==> src/hw/rtl/wtmu_pkg.sv <==
// Shared types and constants for the monotonic microsecond timer.
// Used by the front end, the command queue, the back end and the top level.
`timescale 1ns / 1ps

package wtmu_pkg;

  localparam int unsigned CMD_DEPTH  = 2;
  localparam int unsigned CMD_PTR_W  = (CMD_DEPTH > 1) ? $clog2(CMD_DEPTH) : 1;
  localparam int unsigned CFG_IDX_W  = 3;
  localparam int unsigned CFG_DATA_W = 32;

  // rounded quotient works on counts * 1e6 + clock_hz / 2, 84 bits wide
  localparam int unsigned DVD_W      = 84;
  localparam int unsigned DIV_STEPS  = DVD_W;
  localparam int unsigned DIV_CNT_W  = $clog2(DIV_STEPS);

  localparam logic [19:0] US_PER_S = 20'd1000000;

  localparam logic [31:0] SPAN_RST   = 32'd100001;
  localparam logic [31:0] CLK_HZ_RST = 32'd100000000;
  localparam logic [19:0] UPT_RST    = 20'd1000;
  localparam logic [15:0] STALL_RST  = 16'd1024;

  typedef enum logic [CFG_IDX_W-1:0] {
    CFG_CNT_SPAN     = 3'd0,
    CFG_COUNT_UP     = 3'd1,
    CFG_CLOCK_HZ     = 3'd2,
    CFG_US_PER_TICK  = 3'd3,
    CFG_STALL_LIMIT  = 3'd4,
    CFG_TIMER_READY  = 3'd5
  } cfg_idx_e;

  typedef struct packed {
    logic [31:0] cnt_span;
    logic        count_up;
    logic [31:0] clock_hz;
    logic [19:0] us_per_tick;
    logic [15:0] stall_limit;
    logic        timer_ready;
  } cfg_t;

  // value holds the total count for a timer item, the tick count for a fallback
  typedef struct packed {
    logic        fallback;
    logic        wrap;
    logic        stall;
    logic [63:0] value;
  } cmd_t;

  typedef enum logic [2:0] {
    BK_IDLE,
    BK_FB,
    BK_MUL_LO,
    BK_MUL_HI,
    BK_DIV,
    BK_DONE
  } back_state_e;

endpackage

==> src/hw/rtl/wrapping_timer_to_monotonic_us.sv <==
// Top level of the monotonic microsecond timer: configuration registers,
// front end, command queue and back end. Depends on wtmu_pkg and all wtmu_* modules.
`timescale 1ns / 1ps

// Each request yields exactly one result, in order. A request that falls back
// to the tick count uses one multiply and skips the divider; a request served
// by the hardware counter spends most of its time in the radix-2 divider of
// the back end, which retires one quotient bit per cycle over the 84-bit
// scaled count. The front end takes the next request and updates the counter
// state while the back end is still dividing, with up to two commands queued
// between them; a finished result waits in the output register until popped
// while the back end moves on to the next one. There is no clearing pass after
// reset. Registers are written by index through the cfg_* port and should only
// be changed while no request is in flight.

module wrapping_timer_to_monotonic_us
  import wtmu_pkg::*;
(
  input  logic                  clk_i,
  input  logic                  rst_ni,
  input  logic                  cfg_we_i,
  input  logic [CFG_IDX_W-1:0]  cfg_idx_i,
  input  logic [CFG_DATA_W-1:0] cfg_data_i,
  input  logic                  push,
  output logic                  full,
  input  logic [31:0]           raw_count_i,
  input  logic                  status_ok_i,
  input  logic [31:0]           tick_count_i,
  output logic                  empty,
  input  logic                  pop,
  output logic [63:0]           time_us_o,
  output logic                  used_fallback_o,
  output logic                  wrapped_o,
  output logic                  stalled_o,
  output logic                  clamped_o
);

  cfg_t cfg_q;
  cmd_t cmd_wr;
  cmd_t cmd_rd;
  logic cmd_push;
  logic cmd_full;
  logic cmd_pop;
  logic cmd_empty;
  logic res_wr;

  always_ff @(posedge clk_i or negedge rst_ni) begin
    if (!rst_ni) begin
      cfg_q.cnt_span     <= SPAN_RST;
      cfg_q.count_up     <= 1'b1;
      cfg_q.clock_hz     <= CLK_HZ_RST;
      cfg_q.us_per_tick  <= UPT_RST;
      cfg_q.stall_limit  <= STALL_RST;
      cfg_q.timer_ready  <= 1'b0;
    end else if (cfg_we_i) begin
      case (cfg_idx_e'(cfg_idx_i))
        CFG_CNT_SPAN:     cfg_q.cnt_span     <= cfg_data_i;
        CFG_COUNT_UP:     cfg_q.count_up     <= cfg_data_i[0];
        CFG_CLOCK_HZ:     cfg_q.clock_hz     <= cfg_data_i;
        CFG_US_PER_TICK:  cfg_q.us_per_tick  <= cfg_data_i[19:0];
        CFG_STALL_LIMIT:  cfg_q.stall_limit  <= cfg_data_i[15:0];
        CFG_TIMER_READY:  cfg_q.timer_ready  <= cfg_data_i[0];
        default: begin
          // drop writes beyond the register list
          cfg_q <= cfg_q;
        end
      endcase
    end
  end

  wtmu_front u_front (
    .clk_i        (clk_i),
    .rst_ni       (rst_ni),
    .cfg_i        (cfg_q),
    .push_i       (push),
    .raw_count_i  (raw_count_i),
    .status_ok_i  (status_ok_i),
    .tick_count_i (tick_count_i),
    .full_o       (full),
    .cmd_valid_o  (cmd_push),
    .cmd_o        (cmd_wr),
    .cmd_full_i   (cmd_full)
  );

  wtmu_fifo u_fifo (
    .clk_i   (clk_i),
    .rst_ni  (rst_ni),
    .push_i  (cmd_push),
    .data_i  (cmd_wr),
    .full_o  (cmd_full),
    .pop_i   (cmd_pop),
    .data_o  (cmd_rd),
    .empty_o (cmd_empty)
  );

  wtmu_back u_back (
    .clk_i           (clk_i),
    .rst_ni          (rst_ni),
    .cfg_i           (cfg_q),
    .cmd_i           (cmd_rd),
    .cmd_empty_i     (cmd_empty),
    .cmd_pop_o       (cmd_pop),
    .pop_i           (pop),
    .empty_o         (empty),
    .res_wr_o        (res_wr),
    .time_us_o       (time_us_o),
    .used_fallback_o (used_fallback_o),
    .wrapped_o       (wrapped_o),
    .stalled_o       (stalled_o),
    .clamped_o       (clamped_o)
  );

  a_cmd_no_overflow : assert property (@(posedge clk_i) disable iff (!rst_ni)
    !(cmd_push && cmd_full) || full)
    else $error("command offered to a full queue without stalling the input");

  a_cmd_no_underflow : assert property (@(posedge clk_i) disable iff (!rst_ni)
    !(cmd_pop && cmd_empty))
    else $error("back end took a command from an empty queue");

  a_stall_falls_back : assert property (@(posedge clk_i) disable iff (!rst_ni)
    (!empty && stalled_o) |-> used_fallback_o)
    else $error("stalled result not taken from tick fallback");

  a_pop_drains : assert property (@(posedge clk_i) disable iff (!rst_ni)
    (pop && !empty && !res_wr) |=> empty)
    else $error("popped result beat still shown");

endmodule

==> src/hw/rtl/wtmu_front.sv <==
// Front end: takes timestamp requests, tracks counter position, total count
// and stall state, and issues one command per request. Depends on wtmu_pkg.
`timescale 1ns / 1ps

module wtmu_front
  import wtmu_pkg::*;
(
  input  logic        clk_i,
  input  logic        rst_ni,
  input  cfg_t        cfg_i,
  input  logic        push_i,
  input  logic [31:0] raw_count_i,
  input  logic        status_ok_i,
  input  logic [31:0] tick_count_i,
  output logic        full_o,
  output logic        cmd_valid_o,
  output cmd_t        cmd_o,
  input  logic        cmd_full_i
);

  logic        hold_valid_q, hold_valid_d;
  logic [31:0] pos_q;
  logic        ok_q;
  logic [31:0] ticks_q;
  logic [31:0] last_pos_q;
  logic [63:0] total_q;
  logic [31:0] zero_run_q;
  logic        stall_flag_q;

  logic        accept;
  logic        drain;
  logic        active;
  logic        span_zero;
  logic        backward;
  logic [31:0] delta;
  logic [31:0] zr_inc;
  logic        stall_now;
  logic [63:0] total_sum;

  assign drain       = hold_valid_q && !cmd_full_i;
  assign full_o      = hold_valid_q && cmd_full_i;
  assign accept      = push_i && !full_o;
  assign cmd_valid_o = hold_valid_q;

  always_comb begin
    hold_valid_d = hold_valid_q;
    if (drain) begin
      hold_valid_d = 1'b0;
    end
    if (accept) begin
      hold_valid_d = 1'b1;
    end
  end

  assign active    = cfg_i.timer_ready && (cfg_i.clock_hz != 32'd0) && ok_q;
  assign span_zero = (cfg_i.cnt_span == 32'd0);
  assign backward  = (pos_q < last_pos_q);
  assign delta     = backward ? (cfg_i.cnt_span - last_pos_q + pos_q)
                              : (pos_q - last_pos_q);
  assign zr_inc    = (&zero_run_q) ? zero_run_q : (zero_run_q + 32'd1);
  assign stall_now = (delta == 32'd0)
                   ? (stall_flag_q || (zr_inc >= {16'd0, cfg_i.stall_limit}))
                   : 1'b0;
  assign total_sum = total_q + {32'd0, delta};

  always_comb begin
    cmd_o.fallback = 1'b1;
    cmd_o.wrap     = 1'b0;
    cmd_o.stall    = 1'b0;
    cmd_o.value    = {32'd0, ticks_q};
    if (active && !span_zero) begin
      cmd_o.wrap  = backward;
      cmd_o.stall = stall_now;
      if (!stall_now) begin
        cmd_o.fallback = 1'b0;
        cmd_o.value    = total_sum;
      end
    end
  end

  always_ff @(posedge clk_i or negedge rst_ni) begin
    if (!rst_ni) begin
      hold_valid_q <= 1'b0;
      last_pos_q   <= 32'd0;
      total_q      <= 64'd0;
      zero_run_q   <= 32'd0;
      stall_flag_q <= 1'b0;
    end else begin
      hold_valid_q <= hold_valid_d;
      if (drain && active) begin
        last_pos_q <= pos_q;
        if (!span_zero) begin
          total_q      <= total_sum;
          zero_run_q   <= (delta == 32'd0) ? zr_inc : 32'd0;
          stall_flag_q <= stall_now;
        end
      end
    end
  end

  // fold count direction into the position as the beat is taken
  always_ff @(posedge clk_i) begin
    if (accept) begin
      pos_q   <= cfg_i.count_up ? raw_count_i
                                : (cfg_i.cnt_span - 32'd1 - raw_count_i);
      ok_q    <= status_ok_i;
      ticks_q <= tick_count_i;
    end
  end

endmodule

==> src/hw/rtl/wtmu_fifo.sv <==
// Short command queue between the front end and the back end.
// Depends on wtmu_pkg for the command type and depth.
`timescale 1ns / 1ps

module wtmu_fifo
  import wtmu_pkg::*;
(
  input  logic clk_i,
  input  logic rst_ni,
  input  logic push_i,
  input  cmd_t data_i,
  output logic full_o,
  input  logic pop_i,
  output cmd_t data_o,
  output logic empty_o
);

  cmd_t                 mem_q [CMD_DEPTH];
  logic [CMD_PTR_W-1:0] wr_ptr_q;
  logic [CMD_PTR_W-1:0] rd_ptr_q;
  logic [CMD_PTR_W:0]   count_q;
  logic                 do_push;
  logic                 do_pop;

  assign full_o  = (count_q == (CMD_PTR_W + 1)'(CMD_DEPTH));
  assign empty_o = (count_q == '0);
  assign do_push = push_i && !full_o;
  assign do_pop  = pop_i && !empty_o;
  assign data_o  = mem_q[rd_ptr_q];

  always_ff @(posedge clk_i or negedge rst_ni) begin
    if (!rst_ni) begin
      wr_ptr_q <= '0;
      rd_ptr_q <= '0;
      count_q  <= '0;
    end else begin
      if (do_push) begin
        wr_ptr_q <= (wr_ptr_q == CMD_PTR_W'(CMD_DEPTH - 1)) ? '0 : wr_ptr_q + 1'b1;
      end
      if (do_pop) begin
        rd_ptr_q <= (rd_ptr_q == CMD_PTR_W'(CMD_DEPTH - 1)) ? '0 : rd_ptr_q + 1'b1;
      end
      if (do_push && !do_pop) begin
        count_q <= count_q + 1'b1;
      end else if (do_pop && !do_push) begin
        count_q <= count_q - 1'b1;
      end
    end
  end

  always_ff @(posedge clk_i) begin
    if (do_push) begin
      mem_q[wr_ptr_q] <= data_i;
    end
  end

endmodule

==> src/hw/rtl/wtmu_back.sv <==
// Back end: turns commands into timestamps (tick product or rounded
// radix-2 division), applies the monotonic clamp and holds the result beat.
// Depends on wtmu_pkg.
`timescale 1ns / 1ps

module wtmu_back
  import wtmu_pkg::*;
(
  input  logic        clk_i,
  input  logic        rst_ni,
  input  cfg_t        cfg_i,
  input  cmd_t        cmd_i,
  input  logic        cmd_empty_i,
  output logic        cmd_pop_o,
  input  logic        pop_i,
  output logic        empty_o,
  output logic        res_wr_o,
  output logic [63:0] time_us_o,
  output logic        used_fallback_o,
  output logic        wrapped_o,
  output logic        stalled_o,
  output logic        clamped_o
);

  back_state_e          state_q, state_d;
  logic [DIV_CNT_W-1:0] cnt_q;
  logic                 out_valid_q;
  logic [63:0]          last_out_q;

  logic                 fb_q, wrap_q, stall_q;
  logic [63:0]          val_q;
  logic [DVD_W-1:0]     dvd_q;
  logic [31:0]          rem_q;
  logic [63:0]          quo_q;
  logic [63:0]          out_time_q;
  logic                 out_fb_q, out_wrap_q, out_stall_q, out_clamp_q;

  logic [31:0]          mul_a;
  logic [19:0]          mul_b;
  logic [51:0]          mul_p;
  logic [32:0]          rem_sh;
  logic                 ge;
  logic                 clamp;
  logic [63:0]          cand;

  // next state
  always_comb begin
    state_d = state_q;
    case (state_q)
      BK_IDLE: begin
        if (!cmd_empty_i) begin
          state_d = cmd_i.fallback ? BK_FB : BK_MUL_LO;
        end
      end
      BK_FB:     state_d = BK_DONE;
      BK_MUL_LO: state_d = BK_MUL_HI;
      BK_MUL_HI: state_d = BK_DIV;
      BK_DIV: begin
        if (cnt_q == DIV_CNT_W'(DIV_STEPS - 1)) begin
          state_d = BK_DONE;
        end
      end
      BK_DONE: begin
        if (!out_valid_q || pop_i) begin
          state_d = BK_IDLE;
        end
      end
      default: state_d = BK_IDLE;
    endcase
  end

  // outputs
  always_comb begin
    cmd_pop_o = 1'b0;
    res_wr_o  = 1'b0;
    case (state_q)
      BK_IDLE: cmd_pop_o = !cmd_empty_i;
      BK_DONE: res_wr_o  = !out_valid_q || pop_i;
      default: begin
        cmd_pop_o = 1'b0;
        res_wr_o  = 1'b0;
      end
    endcase
  end

  // one shared 32x20 multiplier for both halves of the count and the ticks
  assign mul_a = (state_q == BK_MUL_HI) ? val_q[63:32] : val_q[31:0];
  assign mul_b = (state_q == BK_FB) ? cfg_i.us_per_tick : US_PER_S;
  assign mul_p = {20'd0, mul_a} * {32'd0, mul_b};

  assign rem_sh = {rem_q, dvd_q[DVD_W-1]};
  assign ge     = (rem_sh >= {1'b0, cfg_i.clock_hz});

  assign clamp = (quo_q <= last_out_q);
  assign cand  = clamp ? (last_out_q + 64'd1) : quo_q;

  always_ff @(posedge clk_i or negedge rst_ni) begin
    if (!rst_ni) begin
      state_q     <= BK_IDLE;
      cnt_q       <= '0;
      out_valid_q <= 1'b0;
      last_out_q  <= 64'd0;
    end else begin
      state_q <= state_d;
      if (state_q == BK_MUL_HI) begin
        cnt_q <= '0;
      end else if (state_q == BK_DIV) begin
        cnt_q <= cnt_q + 1'b1;
      end
      if (res_wr_o) begin
        out_valid_q <= 1'b1;
        last_out_q  <= cand;
      end else if (pop_i) begin
        out_valid_q <= 1'b0;
      end
    end
  end

  always_ff @(posedge clk_i) begin
    case (state_q)
      BK_IDLE: begin
        if (cmd_pop_o) begin
          val_q   <= cmd_i.value;
          fb_q    <= cmd_i.fallback;
          wrap_q  <= cmd_i.wrap;
          stall_q <= cmd_i.stall;
        end
      end
      BK_FB: quo_q <= {12'd0, mul_p};
      BK_MUL_LO: begin
        // add half the divisor up front so the quotient rounds to nearest
        dvd_q <= {32'd0, mul_p} + {53'd0, cfg_i.clock_hz[31:1]};
      end
      BK_MUL_HI: begin
        dvd_q <= dvd_q + {mul_p, 32'd0};
        rem_q <= 32'd0;
      end
      BK_DIV: begin
        rem_q <= ge ? 32'(rem_sh - {1'b0, cfg_i.clock_hz}) : rem_sh[31:0];
        dvd_q <= {dvd_q[DVD_W-2:0], 1'b0};
        quo_q <= {quo_q[62:0], ge};
      end
      BK_DONE: begin
        if (res_wr_o) begin
          out_time_q  <= cand;
          out_fb_q    <= fb_q;
          out_wrap_q  <= wrap_q;
          out_stall_q <= stall_q;
          out_clamp_q <= clamp;
        end
      end
      default: begin
        quo_q <= quo_q;
      end
    endcase
  end

  assign empty_o         = !out_valid_q;
  assign time_us_o       = out_time_q;
  assign used_fallback_o = out_fb_q;
  assign wrapped_o       = out_wrap_q;
  assign stalled_o       = out_stall_q;
  assign clamped_o       = out_clamp_q;

endmodule

==> config.mk <==
export PLATFORM = sky130hd
export DESIGN_NAME = wrapping_timer_to_monotonic_us
export DESIGN_NICKNAME = d
export VERILOG_FILES = /design/src/hw/rtl/wtmu_pkg.sv /design/src/hw/rtl/wrapping_timer_to_monotonic_us.sv /design/src/hw/rtl/wtmu_front.sv /design/src/hw/rtl/wtmu_fifo.sv /design/src/hw/rtl/wtmu_back.sv
export SDC_FILE = /design/constraint.sdc
export NUM_CORES = 2
export LEC_CHECK = 0
export BUFFER_PORTS_ARGS = -buffer_cell sky130_fd_sc_hd__buf_2
export CAP_MARGIN = 20
export CELL_PAD_IN_SITES_DETAIL_PLACEMENT = 0
export CELL_PAD_IN_SITES_GLOBAL_PLACEMENT = 1
export CORE_MARGIN = 4
export CORE_UTILIZATION = 35
export CTS_CLUSTER_SIZE = 8
export DETAILED_ROUTE_END_ITERATION = 12
export PLACE_DENSITY = 0.69
export SLEW_MARGIN = 20
export SYNTH_ARGS = -nofsm -noshare
export SYNTH_HDL_FRONTEND = slang
export SYNTH_SLANG_ARGS = --single-unit
==> constraint.sdc <==
create_clock -name clk_i -period 26.9 [get_ports clk_i]
set_input_delay 5.38 -clock clk_i [delete_from_list [all_inputs] [get_ports clk_i]]
set_output_delay 5.38 -clock clk_i [all_outputs]
set_load 0.05 [all_outputs]
Word level (Yosys, flattened, before mapping):

Memories as Yosys holds them, arrays and structs flattened.
Index checks and enable logic that the tools add are counted.

* word-level logic and storage cells: 147
* RAM bits: 134
* latch bits: 0
* ROM bits: 0
* memories: 1
* register bits: 691
* input port bits: 105
* output and inout bits: 70

* shifts and indexed selects: 0
* add/subtract/negate cells: 16
* divide/modulo/power cells: 0
* reductions and logical operators: 42
* multipliers: 1
* equal/unequal tests: 15
* muxes and demuxes: 34
* $lt $le $gt $ge: 4
* bitwise operators: 1

Memory list
* u_fifo.mem_q: depth 2, width 67, rd ports 1, clocked after memory_dff 0, write ports 1, RTL line wtmu_fifo.sv:18 `cmd_t mem_q [CMD_DEPTH];`

Operators by type and width (number)
* $pmux W84 S3: 1
* $mux W32: 6
* $mux W64: 2
* $pmux W64 S2: 1
* $sub A32 B32 Y32: 4
* $add A84 B84 Y84: 1
* $mux W67: 1
* $add A64 B1 Y64 const B: 1
* $add A64 B32 Y64: 1
* $le A64 B64 Y1: 1
* $logic_not A32 Y1: 2
* $pmux W32 S2: 1
* $add A52 B31 Y53: 1
* $mul A32 B20 Y52: 1
* $ge A33 B32 Y1: 1
* $add A32 B1 Y32 const B: 1
* $add A32 B32 Y32: 1
* $ge A32 B16 Y1: 1
* $lt A32 B32 Y1: 1
* $reduce_and A32 Y1: 1
* $reduce_bool A32 Y1: 1
* $sub A32 B1 Y32 const B: 1
* $mux W20: 1
* $pmux W3 S6: 1
* 25 further kinds: 79

Depth between registers and ports, before layout:

* word-level depth: 7
* mapped depth: 46
* depth with buffers taken out: 42

By module:

From an unflattened synthesis, not the netlist that was laid out.

* cell total of the unflattened synthesis: 7843
* area total of the unflattened synthesis: 73311.6 um^2

Modules (own cells, without submodules)
* wtmu_back: instances 1, sequential area each 11335.9 um^2, cells each 5124, area each 45755.1 um^2
* wtmu_front: instances 1, sequential area each 5205.0 um^2, cells each 2270, area each 18526.5 um^2
* wtmu_fifo: instances 1, sequential area each 4124.0 um^2, cells each 228, area each 5122.4 um^2
* wrapping_timer_to_monotonic_us: instances 1, sequential area each 2586.2 um^2, cells each 221, area each 3907.5 um^2

Least setup slack after synthesis:

OpenSTA, ideal clock, no wires.

* kind: register -> register
* start point: reg u_back.state_q[1]
* end point: reg u_back.dvd_q[78], data pin
* clock period less this slack: 10.571 ns
* stages on the path, launching flop included: 41
* data required time: 26.643 ns
* path buffers: 4
* library setup time: 0.257 ns
* path slack: 16.329 ns
* arrival time: 10.314 ns
* cell sequence: dfrtp_1 clkbuf_1 inv_1 or3_1 clkbuf_1 clkbuf_1 mux2i_1 clkbuf_1 nor2_1 fa_1 fa_1 inv_1 fa_1 inv_1 fa_1 inv_1 fa_1 inv_1 [... 5 more ...] and2_1 nand4_1 or4_4 a2111oi_2 nor2_1 o21ai_0 xor2_1 ha_1 nand3_1 nor2_1 a221o_1 a31oi_1 o22ai_1 a221oi_1 o41ai_1 a21boi_0 mux2i_1 nand2_1

* cells in the longest elaborated chain, start to end: 5
* elaborated cells between the ends (all ways): 9
* those cells by class: add/sub: 1; mul: 1; eq/ne: 4; mux: 3

Ends and longest elaborated chain
* from (decl): RTL line wtmu_back.sv:25 `back_state_e state_q, state_d;`
* from (signal assigned): RTL line wtmu_back.sv:104 `state_q <= state_d;`
* $eq A3 B2 Y1 or $eq A3 B1 Y1 (tied branches): RTL line wtmu_back.sv:87, wtmu_back.sv:120, wtmu_back.sv:88
* $mux W32 or $mux W20 (tied branches): RTL line wtmu_back.sv:87, wtmu_back.sv:88
* $mul A32 B20 Y52: RTL line wtmu_back.sv:89 `assign mul_p = {20'd0, mul_a} * {32'd0, mul_b};`
* $add A84 B84 Y84: RTL line wtmu_back.sv:135 `dvd_q <= dvd_q + {mul_p, 32'd0};`
* $pmux W84 S3 *: RTL line wtmu_back.sv:120 `case (state_q)`
* to (signal assigned): RTL line wtmu_back.sv:132 `dvd_q <= {32'd0, mul_p} + {53'd0, cfg_i.clock_hz[31:1]};`
* to (signal assigned): RTL line wtmu_back.sv:135
* to (signal assigned): RTL line wtmu_back.sv:140 `dvd_q <= {dvd_q[DVD_W-2:0], 1'b0};`
* to (decl): RTL line wtmu_back.sv:32 `logic [DVD_W-1:0] dvd_q;`

Every way passes the cells marked *; elsewhere a longest branch is shown, timed or not.
A chain may end at the register's enable or synchronous reset.

Final worst setup path:

Ends and elaborated chain as after synthesis.

==> qor.txt <==
Initial Utilization: 0.352
fin crit period: 12.23 ns
DIE WIDTH: 462 µm
# rows: 166
Synth cell types: 94
status: complete, no violations
commonest non-fill, non-tap cell in the layout: nand2_1
Mapped Nets: 8967
nets: 9026
crit path DAT: 12.70 ns
setup TNS: 0 ns
Final Max Tran Viols: 0
Worst EP required: 27.37 ns
syn avg cell area: 9.26 µm²
first-pass GRT wire length: 351000 µm
critical path type: reg -> reg
Antenna Nets Post-Route: 0
Total Die Area: 214000 µm²
clock sinks: 825
pre-CTS setup slack: 14.82 ns
DRC viols: 0
post-route cell area: 79600 µm²
drt first-iter violations: 4710
Root Driver: clkbuf_16
sequential area share after synthesis: 0.322
largest net degree at the start of global routing: 110
Fmax achieved: 0.0818 GHz
EDFF count, synth: 514
Mapped Area: 72300 µm²
CP Max Fanout: 57
Worst Tran Pin Value: 1.23 ns
initial antenna violation count: 10
fillers: 20.5k
final setup fails: 0
Pre-antenna DRT Iters: 5
Cell Area, Placed: 76100 µm²
slowest CP cell: o41ai_1
CTS resizes: 0
Setup WS post-layout: 14.67 ns
Slew headroom: 0.180
RSZ-0062 raised after global routing: no
clock slew at reported path FFs: 0.06 ns
total track usage: 0.210
Post-Synthesis Cells: 7802
period utilisation layout: 0.455
area grow syn2layout: 10.2%
R2R Setup Slk: 14.67 ns
Port Buffers: 174
cts bufs inserted: 115
flops & latches, synth: 825
CTS tree: yes
clk_lat worst skew: 0.76 ns
grt total ovfl: 0
DPL Wire Length: 175000 µm
most frequent cells in the layout: nand2_1 (1168), inv_1 (981), nor2_1 (611), fa_1 (573), edfxtp_1 (514)
num ports: 175
WHS: 0.411 ns
share of cells above drive strength 1: 0.0780
Final Hold Fails: 0
asr flop ratio synth: 0.377
peak per-stage delay on the critical path: 0.80 ns
Critical Path Start Type: flop
core footprint: 205000 µm²
Bufs on Longest Clock Path: 3
GP Congestion: 0.915
Vias: 56.7k
Die H: 462 µm
vias in the first global route: 57.0k
clock skew: 0.0503 ns
H-tree level count: 3
nature of the critical path endpoint: flop
hold buffers post-CTS: 0
worst hold-check path type: reg -> reg
postcts setup bufs: 0
vias per inst: 5.32
Max-Cap Viols: 0
Most used DFF post-synth: edfxtp_1
Yosys warning total: 0
final WL: 230000 µm
DR WL/cell: 21.6 µm
==> flip-flops by register name, summed over array words and instances, names as in the netlist, 7 cells and up <==
register and count:
u_fifo.mem_q 134, cfg_q 102, u_back.dvd_q 84, u_back.last_out_q 64, u_back.quo_q 64, u_back.time_us_o 64
u_back.val_q 64, u_front.total_q 64, u_back.rem_q 32, u_front.last_pos_q 32, u_front.pos_q 32, u_front.ticks_q 32
u_front.zero_run_q 32, u_back.cnt_q 7
==> layout make-up <==
| class | count | area [µm²] | area share |
|---|---|---|---|
| clock buffers | 212 | 3320 | 0.0417 |
| clock inverters | 8 | 215 | 0.00270 |
| well taps | 2688 | 3360 | 0.0422 |
| flip-flops and latches | 825 | 23300 | 0.292 |
| inverters | 986 | 3710 | 0.0466 |
| diodes | 5 | 12.5 | 0.000157 |
| multi-input cells | 5674 | 44200 | 0.555 |
| repair buffers | 259 | 1520 | 0.0191 |
==> Yosys cell counts (all sizes together) (150+ instances only) <==
cell	count	share of area
o21ai	405	0.028
mux2	150	0.023
nor2	619	0.032
fa	573	0.16
dfrtp	284	0.098
nand3	168	0.012
a21oi	343	0.024
xnor2	272	0.033
edfxtp	514	0.21
a21o	202	0.021
clkbuf	283	0.015
inv	984	0.051
nand2	1171	0.061
ha	487	0.084
==> routing by layer <==
layer / part of all wire / wire, µm / up-vias / global-route usage
met5: 0.000052 / 12 / - / 0
met4: 0.033 / 7530 / 2 / 0.0633
met3: 0.060 / 13800 / 334 / 0.0297
met2: 0.46 / 106000 / 1754 / 0.343
met1: 0.45 / 103000 / 28100 / 0.291
li1: - / - / 26500 / -
==> worst max-delay path: cells and delay by family, from the launching register on <==
family                     cells  cell delay, ns
adders and majority gates      9            3.82
buffers and inverters          8            1.56
AOI/OAI and AO/OA             12            3.72
xor gates and xnor gates       1            0.71
DFF                            1            0.49
muxes                          2            0.52
and+or+nand+nor                6            1.10
==> per-stage QoR <==
stage | cells | util
3_3_place_gp | 10400 | 0.371
2_1_floorplan | 7802 | -
3_5_place_dp | 10400 | 0.371
6_report | 10700 | 0.388
4_1_cts | 10700 | 0.388
5_1_grt | 10700 | 0.388
==> cells by family after synthesis <==
group | synth area share
AND/OR/NAND/NOR | 0.154
AO/OA/AOI/OAI | 0.124
buffers and inverters | 0.0681
adder cells (fa/ha/maj) | 0.243
flip-flops | 0.322
XOR/XNOR | 0.0496
multiplexers | 0.0392
==> worst paths after layout <==
check	cells after the start	start	end
worst max-delay path	38	u_back.state_q[1]	u_back.dvd_q[78]
worst min register to register	0	u_back.fb_q	u_back.used_fallback_o
max in group asynchronous	3	rst_ni	u_front.total_q[57]
worst max register to register	38	u_back.state_q[1]	u_back.dvd_q[78]
worst min-delay path	0	u_back.fb_q	u_back.used_fallback_o
min in group asynchronous	1	rst_ni	u_back.last_out_q[9]
Power is left out: the tool's default activity adds up to more than one toggle a clock period on the data nets, which glitch-free logic cannot reach.
